[src/hw/rtl/lbdc_pkg.sv]
// Shared types, codes and the beam transition table of the light-barrier
// direction counter. No dependencies.
package lbdc_pkg;

  // Default parameter values
  localparam int STAMP_BITS_DEF = 48;
  localparam int TOTAL_BITS_DEF = 16;

  // Fixed field widths
  localparam int CFG_W  = 32;
  localparam int OCC_W  = 16;
  localparam int BEAM_W = 2;
  localparam int PASS_W = 2;
  localparam int HIST_W = 3 * BEAM_W;

  localparam logic [CFG_W-1:0] EXPIRE_RESET = 32'd100000;

  // Status codes
  localparam logic ST_OK  = 1'b0;
  localparam logic ST_BAD = 1'b1;

  // Passage codes
  localparam logic [PASS_W-1:0] PASS_NONE  = 2'd0;
  localparam logic [PASS_W-1:0] PASS_ENTRY = 2'd1;
  localparam logic [PASS_W-1:0] PASS_EXIT  = 2'd2;

  // Beam states: bit0 first beam blocked, bit1 second beam blocked
  localparam logic [BEAM_W-1:0] BEAM_IDLE   = 2'd0;
  localparam logic [BEAM_W-1:0] BEAM_FIRST  = 2'd1;
  localparam logic [BEAM_W-1:0] BEAM_SECOND = 2'd2;
  localparam logic [BEAM_W-1:0] BEAM_BOTH   = 2'd3;

  // History patterns, oldest state in the top bits
  localparam logic [HIST_W-1:0] HIST_ENTRY_A = {BEAM_FIRST,  BEAM_IDLE, BEAM_SECOND};
  localparam logic [HIST_W-1:0] HIST_ENTRY_B = {BEAM_FIRST,  BEAM_BOTH, BEAM_SECOND};
  localparam logic [HIST_W-1:0] HIST_EXIT_A  = {BEAM_SECOND, BEAM_IDLE, BEAM_FIRST};
  localparam logic [HIST_W-1:0] HIST_EXIT_B  = {BEAM_SECOND, BEAM_BOTH, BEAM_FIRST};

  typedef struct packed {
    logic              ok;
    logic [BEAM_W-1:0] state;
  } lbdc_move_t;

  // Result of one event
  typedef struct packed {
    logic                    status;
    logic [PASS_W-1:0]       passage;
    logic signed [OCC_W-1:0] occupancy;
    logic [BEAM_W-1:0]       beam_state;
  } lbdc_res_t;

  // Next beam state from current state and {sensor, level}
  function automatic lbdc_move_t next_beam(input logic [BEAM_W-1:0] cur,
                                           input logic [1:0] evt_code);
    lbdc_move_t mv;
    mv.ok    = 1'b1;
    mv.state = BEAM_IDLE;
    case ({cur, evt_code})
      {BEAM_IDLE,   2'd1}: mv.state = BEAM_FIRST;
      {BEAM_IDLE,   2'd3}: mv.state = BEAM_SECOND;
      {BEAM_FIRST,  2'd0}: mv.state = BEAM_IDLE;
      {BEAM_FIRST,  2'd3}: mv.state = BEAM_BOTH;
      {BEAM_SECOND, 2'd1}: mv.state = BEAM_BOTH;
      {BEAM_SECOND, 2'd2}: mv.state = BEAM_IDLE;
      {BEAM_BOTH,   2'd0}: mv.state = BEAM_SECOND;
      {BEAM_BOTH,   2'd2}: mv.state = BEAM_FIRST;
      default:             mv.ok    = 1'b0;
    endcase
    return mv;
  endfunction

endpackage

[src/hw/rtl/lbdc_if.sv]
// Channel interfaces of the light-barrier direction counter: sensor events,
// results and configuration writes. Depends on lbdc_pkg.
interface lbdc_evt_if #(parameter int STAMP_BITS = lbdc_pkg::STAMP_BITS_DEF);
  logic                  valid;
  logic                  ready;
  logic [STAMP_BITS-1:0] stamp;
  logic                  sensor_id;
  logic                  new_level;
  modport source (output valid, stamp, sensor_id, new_level, input ready);
  modport sink   (input valid, stamp, sensor_id, new_level, output ready);
endinterface

interface lbdc_res_if;
  logic                              valid;
  logic                              ready;
  logic                              status;
  logic [lbdc_pkg::PASS_W-1:0]       passage;
  logic signed [lbdc_pkg::OCC_W-1:0] occupancy;
  logic [lbdc_pkg::BEAM_W-1:0]       beam_state;
  modport source (output valid, status, passage, occupancy, beam_state, input ready);
  modport sink   (input valid, status, passage, occupancy, beam_state, output ready);
endinterface

interface lbdc_cfg_if;
  logic                         valid;
  logic                         ready;
  logic [lbdc_pkg::CFG_W-1:0]   data;
  modport source (output valid, data, input ready);
  modport sink   (input valid, data, output ready);
endinterface

[src/hw/rtl/lbdc_pipe_reg.sv]
// One valid/ready register stage, full rate unless the output stalls,
// used on both sides of the tracker. No dependencies.
module lbdc_pipe_reg #(
  parameter int W = 8
) (
  input  logic         clk,
  input  logic         rst,
  input  logic         in_vld,
  output logic         in_rdy,
  input  logic [W-1:0] in_data,
  output logic         out_vld,
  input  logic         out_rdy,
  output logic [W-1:0] out_data
);

  // Take a new transaction when empty or when the held one leaves
  assign in_rdy = !out_vld || out_rdy;

  always_ff @(posedge clk) begin
    if (rst) begin
      out_vld <= 1'b0;
    end else if (in_rdy) begin
      out_vld <= in_vld;
    end
  end

  // Payload needs no reset
  always_ff @(posedge clk) begin
    if (in_rdy && in_vld) begin
      out_data <= in_data;
    end
  end

endmodule

[src/hw/rtl/lbdc_core.sv]
// Beam tracker: state machine, history, expiry and saturating count.
// Advances once per step. Depends on lbdc_pkg.
module lbdc_core #(
  parameter int STAMP_BITS = lbdc_pkg::STAMP_BITS_DEF,
  parameter int TOTAL_BITS = lbdc_pkg::TOTAL_BITS_DEF
) (
  input  logic                        clk,
  input  logic                        rst,
  input  logic                        step,
  input  logic [STAMP_BITS-1:0]       stamp,
  input  logic                        sensor_id,
  input  logic                        new_level,
  input  logic [lbdc_pkg::CFG_W-1:0]  expire_ticks,
  output lbdc_pkg::lbdc_res_t         res
);

  localparam int CMP_W = (STAMP_BITS > lbdc_pkg::CFG_W) ? STAMP_BITS : lbdc_pkg::CFG_W;
  localparam logic signed [TOTAL_BITS-1:0] TOTAL_MAX = {1'b0, {(TOTAL_BITS-1){1'b1}}};
  localparam logic signed [TOTAL_BITS-1:0] TOTAL_MIN = {1'b1, {(TOTAL_BITS-1){1'b0}}};

  logic [lbdc_pkg::BEAM_W-1:0] beam, beam_next;
  logic [lbdc_pkg::HIST_W-1:0] hist, hist_next;
  logic [STAMP_BITS-1:0]       last_stamp;
  logic signed [TOTAL_BITS-1:0] total, total_next;

  logic [STAMP_BITS-1:0]        gap;
  logic                         expired;
  logic [lbdc_pkg::HIST_W-1:0]  hist_base;
  lbdc_pkg::lbdc_move_t         mv;
  logic [lbdc_pkg::PASS_W-1:0]  passage;

  // Check the idle gap, modulo the stamp width
  assign gap     = stamp - last_stamp;
  assign expired = (beam == lbdc_pkg::BEAM_IDLE) &&
                   (CMP_W'(gap) > CMP_W'(expire_ticks));
  assign hist_base = expired ? '0 : hist;

  assign mv = lbdc_pkg::next_beam(beam, {sensor_id, new_level});

  // Move the beam state, shift history, detect passages and count
  always_comb begin
    beam_next  = lbdc_pkg::BEAM_IDLE;
    hist_next  = hist_base;
    total_next = total;
    passage    = lbdc_pkg::PASS_NONE;
    if (mv.ok) begin
      beam_next = mv.state;
      hist_next = {hist_base[lbdc_pkg::HIST_W-lbdc_pkg::BEAM_W-1:0], mv.state};
      if (hist_next == lbdc_pkg::HIST_ENTRY_A || hist_next == lbdc_pkg::HIST_ENTRY_B) begin
        passage = lbdc_pkg::PASS_ENTRY;
        if (total != TOTAL_MAX) begin
          total_next = total + TOTAL_BITS'(1);
        end
      end else if (hist_next == lbdc_pkg::HIST_EXIT_A ||
                   hist_next == lbdc_pkg::HIST_EXIT_B) begin
        passage = lbdc_pkg::PASS_EXIT;
        if (total != TOTAL_MIN) begin
          total_next = total - TOTAL_BITS'(1);
        end
      end
    end
  end

  // Result of this step
  always_comb begin
    res.status     = mv.ok ? lbdc_pkg::ST_OK : lbdc_pkg::ST_BAD;
    res.passage    = passage;
    res.occupancy  = lbdc_pkg::OCC_W'(total_next);
    res.beam_state = beam_next;
  end

  always_ff @(posedge clk) begin
    if (rst) begin
      beam       <= lbdc_pkg::BEAM_IDLE;
      hist       <= '0;
      last_stamp <= '0;
      total      <= '0;
    end else if (step) begin
      beam       <= beam_next;
      hist       <= hist_next;
      last_stamp <= stamp;
      total      <= total_next;
    end
  end

endmodule

[src/hw/rtl/light_barrier_direction_counter_top.sv]
// Top level of the light-barrier direction counter: input stage, tracker,
// result stage and expiry register. Depends on lbdc_pkg, lbdc_if, lbdc_pipe_reg,
// lbdc_core.
//
//   channel  dir  payload                                      transaction
//   evt      in   stamp, sensor_id, new_level                  valid & ready
//   res      out  status, passage, occupancy, beam_state       valid & ready
//   cfg      in   data (expire_ticks)                          valid & ready
//
// One event per cycle while res is not stalled. An accepted event goes into the
// input register, then through the tracker logic into the result register.
// rst is synchronous: clears state, count, history and sets expiry to 100000.
// A stalled res holds its result; the input stage keeps taking events while
// the result register drains, and stalls only when both stages are full.
// cfg is always ready.
module light_barrier_direction_counter_top #(
  parameter int STAMP_BITS = lbdc_pkg::STAMP_BITS_DEF,
  parameter int TOTAL_BITS = lbdc_pkg::TOTAL_BITS_DEF
) (
  input  logic     clk,
  input  logic     rst,
  lbdc_evt_if.sink evt,
  lbdc_res_if.source res,
  lbdc_cfg_if.sink cfg
);

  localparam int EVT_W = STAMP_BITS + 2;
  localparam int RES_W = $bits(lbdc_pkg::lbdc_res_t);

  logic [lbdc_pkg::CFG_W-1:0] expire_ticks;

  logic             s1_vld;
  logic [EVT_W-1:0] s1_data;
  logic             s2_rdy;
  logic             step;
  lbdc_pkg::lbdc_res_t step_res;
  lbdc_pkg::lbdc_res_t out_res;

  // Hold the expiry limit
  assign cfg.ready = 1'b1;

  always_ff @(posedge clk) begin
    if (rst) begin
      expire_ticks <= lbdc_pkg::EXPIRE_RESET;
    end else if (cfg.valid) begin
      expire_ticks <= cfg.data;
    end
  end

  // Register incoming events
  lbdc_pipe_reg #(.W(EVT_W)) u_in_stage (
    .clk      (clk),
    .rst      (rst),
    .in_vld   (evt.valid),
    .in_rdy   (evt.ready),
    .in_data  ({evt.stamp, evt.sensor_id, evt.new_level}),
    .out_vld  (s1_vld),
    .out_rdy  (s2_rdy),
    .out_data (s1_data)
  );

  // Advance the tracker when the event moves into the result stage
  assign step = s1_vld && s2_rdy;

  lbdc_core #(
    .STAMP_BITS (STAMP_BITS),
    .TOTAL_BITS (TOTAL_BITS)
  ) u_core (
    .clk          (clk),
    .rst          (rst),
    .step         (step),
    .stamp        (s1_data[EVT_W-1:2]),
    .sensor_id    (s1_data[1]),
    .new_level    (s1_data[0]),
    .expire_ticks (expire_ticks),
    .res          (step_res)
  );

  // Register results
  lbdc_pipe_reg #(.W(RES_W)) u_out_stage (
    .clk      (clk),
    .rst      (rst),
    .in_vld   (s1_vld),
    .in_rdy   (s2_rdy),
    .in_data  (step_res),
    .out_vld  (res.valid),
    .out_rdy  (res.ready),
    .out_data (out_res)
  );

  assign res.status     = out_res.status;
  assign res.passage    = out_res.passage;
  assign res.occupancy  = out_res.occupancy;
  assign res.beam_state = out_res.beam_state;

`ifndef ASSERT_OFF
  // A rejected edge reports idle beams and no passage
  a_bad_is_idle: assert property (@(posedge clk) disable iff (rst)
    (res.valid && res.status == lbdc_pkg::ST_BAD) |->
      (res.passage == lbdc_pkg::PASS_NONE && res.beam_state == lbdc_pkg::BEAM_IDLE))
    else $error("rejected edge with passage or blocked beam");

  // An entry ends with only the second beam blocked
  a_entry_state: assert property (@(posedge clk) disable iff (rst)
    (res.valid && res.passage == lbdc_pkg::PASS_ENTRY) |->
      (res.status == lbdc_pkg::ST_OK && res.beam_state == lbdc_pkg::BEAM_SECOND))
    else $error("entry counted in wrong beam state");

  // An exit ends with only the first beam blocked
  a_exit_state: assert property (@(posedge clk) disable iff (rst)
    (res.valid && res.passage == lbdc_pkg::PASS_EXIT) |->
      (res.status == lbdc_pkg::ST_OK && res.beam_state == lbdc_pkg::BEAM_FIRST))
    else $error("exit counted in wrong beam state");

  // An accepted event occupies the input stage next cycle
  a_evt_held: assert property (@(posedge clk) disable iff (rst)
    (evt.valid && evt.ready) |=> s1_vld)
    else $error("accepted event lost");
`endif

endmodule
[src/flat_wrapper.sv]
// flat-port wrapper written by rule: the top's interface ports become plain ports
module light_barrier_direction_counter_top_flat 
#(
  parameter int STAMP_BITS = lbdc_pkg::STAMP_BITS_DEF,
  parameter int TOTAL_BITS = lbdc_pkg::TOTAL_BITS_DEF
)
  (clk, rst, evt_valid, evt_stamp, evt_sensor_id, evt_new_level, evt_ready, res_valid, res_status, res_passage, res_occupancy, res_beam_state, res_ready, cfg_valid, cfg_data, cfg_ready);
  lbdc_evt_if #(.STAMP_BITS(STAMP_BITS)) evt_i ();
  lbdc_res_if res_i ();
  lbdc_cfg_if cfg_i ();
  input  logic clk;
  input  logic rst;
  input wire logic [$bits(evt_i.valid)-1:0] evt_valid;
  input wire logic [$bits(evt_i.stamp)-1:0] evt_stamp;
  input wire logic [$bits(evt_i.sensor_id)-1:0] evt_sensor_id;
  input wire logic [$bits(evt_i.new_level)-1:0] evt_new_level;
  output wire logic [$bits(evt_i.ready)-1:0] evt_ready;
  output wire logic [$bits(res_i.valid)-1:0] res_valid;
  output wire logic [$bits(res_i.status)-1:0] res_status;
  output wire logic [$bits(res_i.passage)-1:0] res_passage;
  output wire logic [$bits(res_i.occupancy)-1:0] res_occupancy;
  output wire logic [$bits(res_i.beam_state)-1:0] res_beam_state;
  input wire logic [$bits(res_i.ready)-1:0] res_ready;
  input wire logic [$bits(cfg_i.valid)-1:0] cfg_valid;
  input wire logic [$bits(cfg_i.data)-1:0] cfg_data;
  output wire logic [$bits(cfg_i.ready)-1:0] cfg_ready;
  assign evt_i.valid = evt_valid;
  assign evt_i.stamp = evt_stamp;
  assign evt_i.sensor_id = evt_sensor_id;
  assign evt_i.new_level = evt_new_level;
  assign evt_ready = evt_i.ready;
  assign res_valid = res_i.valid;
  assign res_status = res_i.status;
  assign res_passage = res_i.passage;
  assign res_occupancy = res_i.occupancy;
  assign res_beam_state = res_i.beam_state;
  assign res_i.ready = res_ready;
  assign cfg_i.valid = cfg_valid;
  assign cfg_i.data = cfg_data;
  assign cfg_ready = cfg_i.ready;
  light_barrier_direction_counter_top #(.STAMP_BITS(STAMP_BITS), .TOTAL_BITS(TOTAL_BITS)) u_core (.clk(clk), .rst(rst), .evt(evt_i), .res(res_i), .cfg(cfg_i));
endmodule
[config.mk]
export PLATFORM = sky130hd
export DESIGN_NAME = light_barrier_direction_counter_top_flat
export DESIGN_NICKNAME = d
export VERILOG_FILES = /design/src/hw/rtl/lbdc_pkg.sv /design/src/hw/rtl/lbdc_if.sv /design/src/hw/rtl/lbdc_pipe_reg.sv /design/src/hw/rtl/lbdc_core.sv /design/src/hw/rtl/light_barrier_direction_counter_top.sv /design/src/flat_wrapper.sv
export SDC_FILE = /design/constraint.sdc
export NUM_CORES = 1
export LEC_CHECK = 0
export BUFFER_PORTS_ARGS = -buffer_cell sky130_fd_sc_hd__buf_2
export CORE_UTILIZATION = 42
export CTS_BUF_LIST = sky130_fd_sc_hd__clkbuf_4
export CTS_CLUSTER_SIZE = 10
export DETAILED_ROUTE_END_ITERATION = 12
export HOLD_SLACK_MARGIN = 0.1
export PLACE_DENSITY = 0.7
export SETUP_SLACK_MARGIN = 0.05
export SYNTH_ARGS = -nofsm -noshare
export SYNTH_HDL_FRONTEND = slang
export SYNTH_SLANG_ARGS = --single-unit
[constraint.sdc]
create_clock -name clk -period 17.9 [get_ports clk]
set_clock_uncertainty 0.1 [all_clocks]
set_input_delay 0.895 -clock clk [delete_from_list [all_inputs] [get_ports clk]]
set_output_delay 0.895 -clock clk [all_outputs]
set_load 0.005 [all_outputs]
==> summary.md <==
| Metric | Value |
|---|---|
| Run status | completed |
| Setup CP Type | reg -> reg |
| Clock transition at path regs | 0.15 ns |
| Initial antenna violation count | 1 |
| Final slew viol count | 0 |
| ANT nets after route | 0 |
| Post-synthesis net count | 1447 |
| Nets | 1512 |
| Leakage | 4.56 nW |
| Top Family by Delay on Critical Path | compound AO/OA/AOI/OAI gates |
| WL met3 | 1230 um |
| Via/cell ratio | 5.54 |
| Die extent in x | 162 um |
| Critical Path RT | 18.27 ns |
| CTS sink count | 175 |
| Hold Path Class | reg -> reg |
| Crit-path cells | inv_1 > ha_1 > inv_1 > fa_1 > a211oi_1 > o211ai_1 > a41oi_1 > o31ai_1 > a31o_2 > a21oi_1 > xnor2_1 > ha_1 > nand4_1 > nor4_1 > nor4b_1 > nor2b_1 > a2111oi_1 > o311ai_1 > or4b_1 > o31ai_4 > nand3_1 > mux2_1 |
| Worst slew pin tran | 1.20 ns |
| 1st-iter DRT viols | 733 |
| Largest family of logic cells by synthesized area | simple AND/OR/NAND/NOR gates |
| Fillers | 2459 |
| Grt ovf | 0 |
| Num ports | 111 |
| Hold_buf cts | 0 |
| Area added between synthesis and finish | 9.11% |
| Total GRT Usage | 0.208 |
| Rel. slew slack | 0.202 |
| Post-synth EDFFs | 71 |
| Ys flop type | dfxtp_1 |
| Post-CTS setup buffer count | 0 |
| Synthesized area | 10800 um2 |
| DPL Wire Length | 20500 um |
| YS warnings | 0 |
| CP endpoint kind | register |
| CTS tree | built |
| Mux cell area share after synthesis | 0.0321 |
| H-tree lvl count | 4 |
| R2R setup slack | 10.62 ns |
| CP arrival | 7.65 ns |
| Post-synthesis register bit count | 175 |
| Ys async rst share | 0 |
| Cells after Synth | 1277 |
| First-pass GRT wire length | 43500 um |
| Share of layout cells above drive strength 1 | 0.120 |
| Xor and xnor area share after synthesis | 0.0413 |
| Top Layer Used | met4 |
| Crit path max fanout | 30 |
| Fin crit share | 0.406 |
| Crit path buf inv count | 2 |
| Finish-stage setup viols | 0 |
| Endpoints failing hold | 0 |
| Final hold slack | 0.362 ns |
| Synth Area in Adders | 0.0968 |
| Setup TNS | 0 ns |
| Largest net degree at the start of global routing | 83 |
| Deepest clock path buffer count | 2 |
| Unrepaired setup endpoints after global routing | false |
| Routed WL | 27200 um |
| RePlAce Congestion | 0.920 |
| Avg Inst Size Synth | 8.46 um2 |
| Max Cap Violations | 0 |
| CP Launch Type | register |
| Commonest non-fill, non-tap cell in the layout | nand2_1 |
| Num CTS Buffers | 17 |
| Pwr Density | 74.1 nW/um2 |
| Critical path's slowest cell | o31ai_4 |
| Vias in the first global route | 8657 |
| Initial Util | 0.429 |
| Core box area | 25200 um2 |
| Post-synthesis cell type count | 78 |
| Synth Area in Simple Gates | 0.190 |
| Met2 routed WL | 12600 um |
| Avg WL per Cell | 16.1 um |
| Drt pass-1 iters | 5 |
| CP peak stage delay | 1.01 ns |
| Die ar. | 26400 um2 |
| Port Buffer Count | 109 |
| PostCTS Resize Cnt | 0 |
| Sequential fraction of the synthesis area | 0.390 |
| M1 WL | 12800 um |
| Compound-gate portion of the synthesized area | 0.189 |
| Most frequent cells in the layout | nand2_1 (194), a21oi_1 (151), buf_2 (108) |
| Die Y | 162 um |
| # rows | 58 |
| Final min period | 7.28 ns |
| Highest clock rate | 137 MHz |
| Worst skew pair latency | 0.58 ns |
| CTS root buffer | clkbuf_4 |
| Vias | 9344 |
| Peak supply drop | 0.0382 mV |
| # DRC | 0 |
worst reg2reg max path, cell delays in order (launching register included):
cell and delay, ns:
edfxtp_1 0.41, inv_1 0.07, ha_1 0.16, inv_1 0.06, fa_1 0.43, a211oi_1 0.42, o211ai_1 0.17, a41oi_1 0.34
o31ai_1 0.20, a31o_2 0.30, a21oi_1 0.18, xnor2_1 0.10, ha_1 0.29, nand4_1 0.16, nor4_1 0.39, nor4b_1 0.48
nor2b_1 0.11, a2111oi_1 0.46, o311ai_1 0.16, or4b_1 0.62, o31ai_4 1.01, nand3_1 0.19, mux2_1 0.37
cells in the mapped netlist (all sizes together) (13+ instances only):
cell type	n	area, um2
nor3	19	100
nor2	80	300
inv	100	375
nand4	34	213
o21a	15	113
nand2	194	728
ha	82	1030
nand3	24	120
clkbuf	52	195
mux2i	29	290
xor2	18	158
o21ai	55	275
a21oi	151	756
dfxtp	104	2080
xnor2	33	289
a21o	15	113
edfxtp	71	2130
buf	15	81.3
or3	13	86.3
where the power goes:
group          internal (mW)  switching (mW)  leakage, nW
Clock                 0.0705           0.141        0.146
Sequential             0.434          0.0101         1.54
Combinational         0.0839           0.134         2.87
Total                  0.589           0.285         4.56
registers in the layout (all words and copies together) (netlist names):
name,count
u_core.expire_ticks,32
u_core.u_core.beam,2
u_core.u_core.hist,4
u_core.u_core.last_stamp,48
u_core.u_core.total,16
u_core.u_in_stage.out_data,50
u_core.u_in_stage.out_vld,1
u_core.u_out_stage.out_data,21
u_core.u_out_stage.out_vld,1
per-stage QoR:
step	instance area [um2]	total power, mW	instances	util	setup WS, ns
2_1_floorplan	10800	0.606	1277	-	12.16
3_3_place_gp	11500	0.663	1653	0.458	10.95
3_5_place_dp	11500	0.668	1653	0.458	10.72
4_1_cts	11800	0.880	1685	0.468	10.66
5_1_grt	11800	0.924	1686	0.468	10.08
6_report	11800	0.874	1686	0.468	10.62
kinds of logic after synthesis:
kind of cell,after synthesis
DFF,175
and+or+nand+nor,434
adders and majority gates,83
xor gates and xnor gates,51
muxes,34
other,1
buffers and inverters,168
AOI/OAI and AO/OA,331
final timing paths:
kind                                  from                            to  depth (start not counted)
max          u_core.u_in_stage.out_data[2]        u_core.u_core.total[5]                         22
min           u_core.u_core.last_stamp[25]  u_core.u_core.last_stamp[25]                          2
max reg2reg  u_core.u_in_stage.out_data[2]        u_core.u_core.total[5]                         22
min reg2reg   u_core.u_core.last_stamp[25]  u_core.u_core.last_stamp[25]                          2
area by class of cell:
class	count	area [um2]	area share
Clock inverter	14	115	0.00976
Timing Repair Buffer	113	578	0.0490
Sequential cell	175	4210	0.357
Tap cell	330	413	0.0350
Antenna cell	1	2.50	0.000212
Inverter	101	379	0.0322
Clock buffer	18	135	0.0115
Multi-Input combinational cell	934	5950	0.505
layer usage:
metal	vias up	GRT usage
li1	4691	-
met1	4359	0.276
met2	256	0.345
met3	38	0.0275
met4	0	0.0768
met5	-	0
Note: power is estimated with default switching activity, not from simulation.
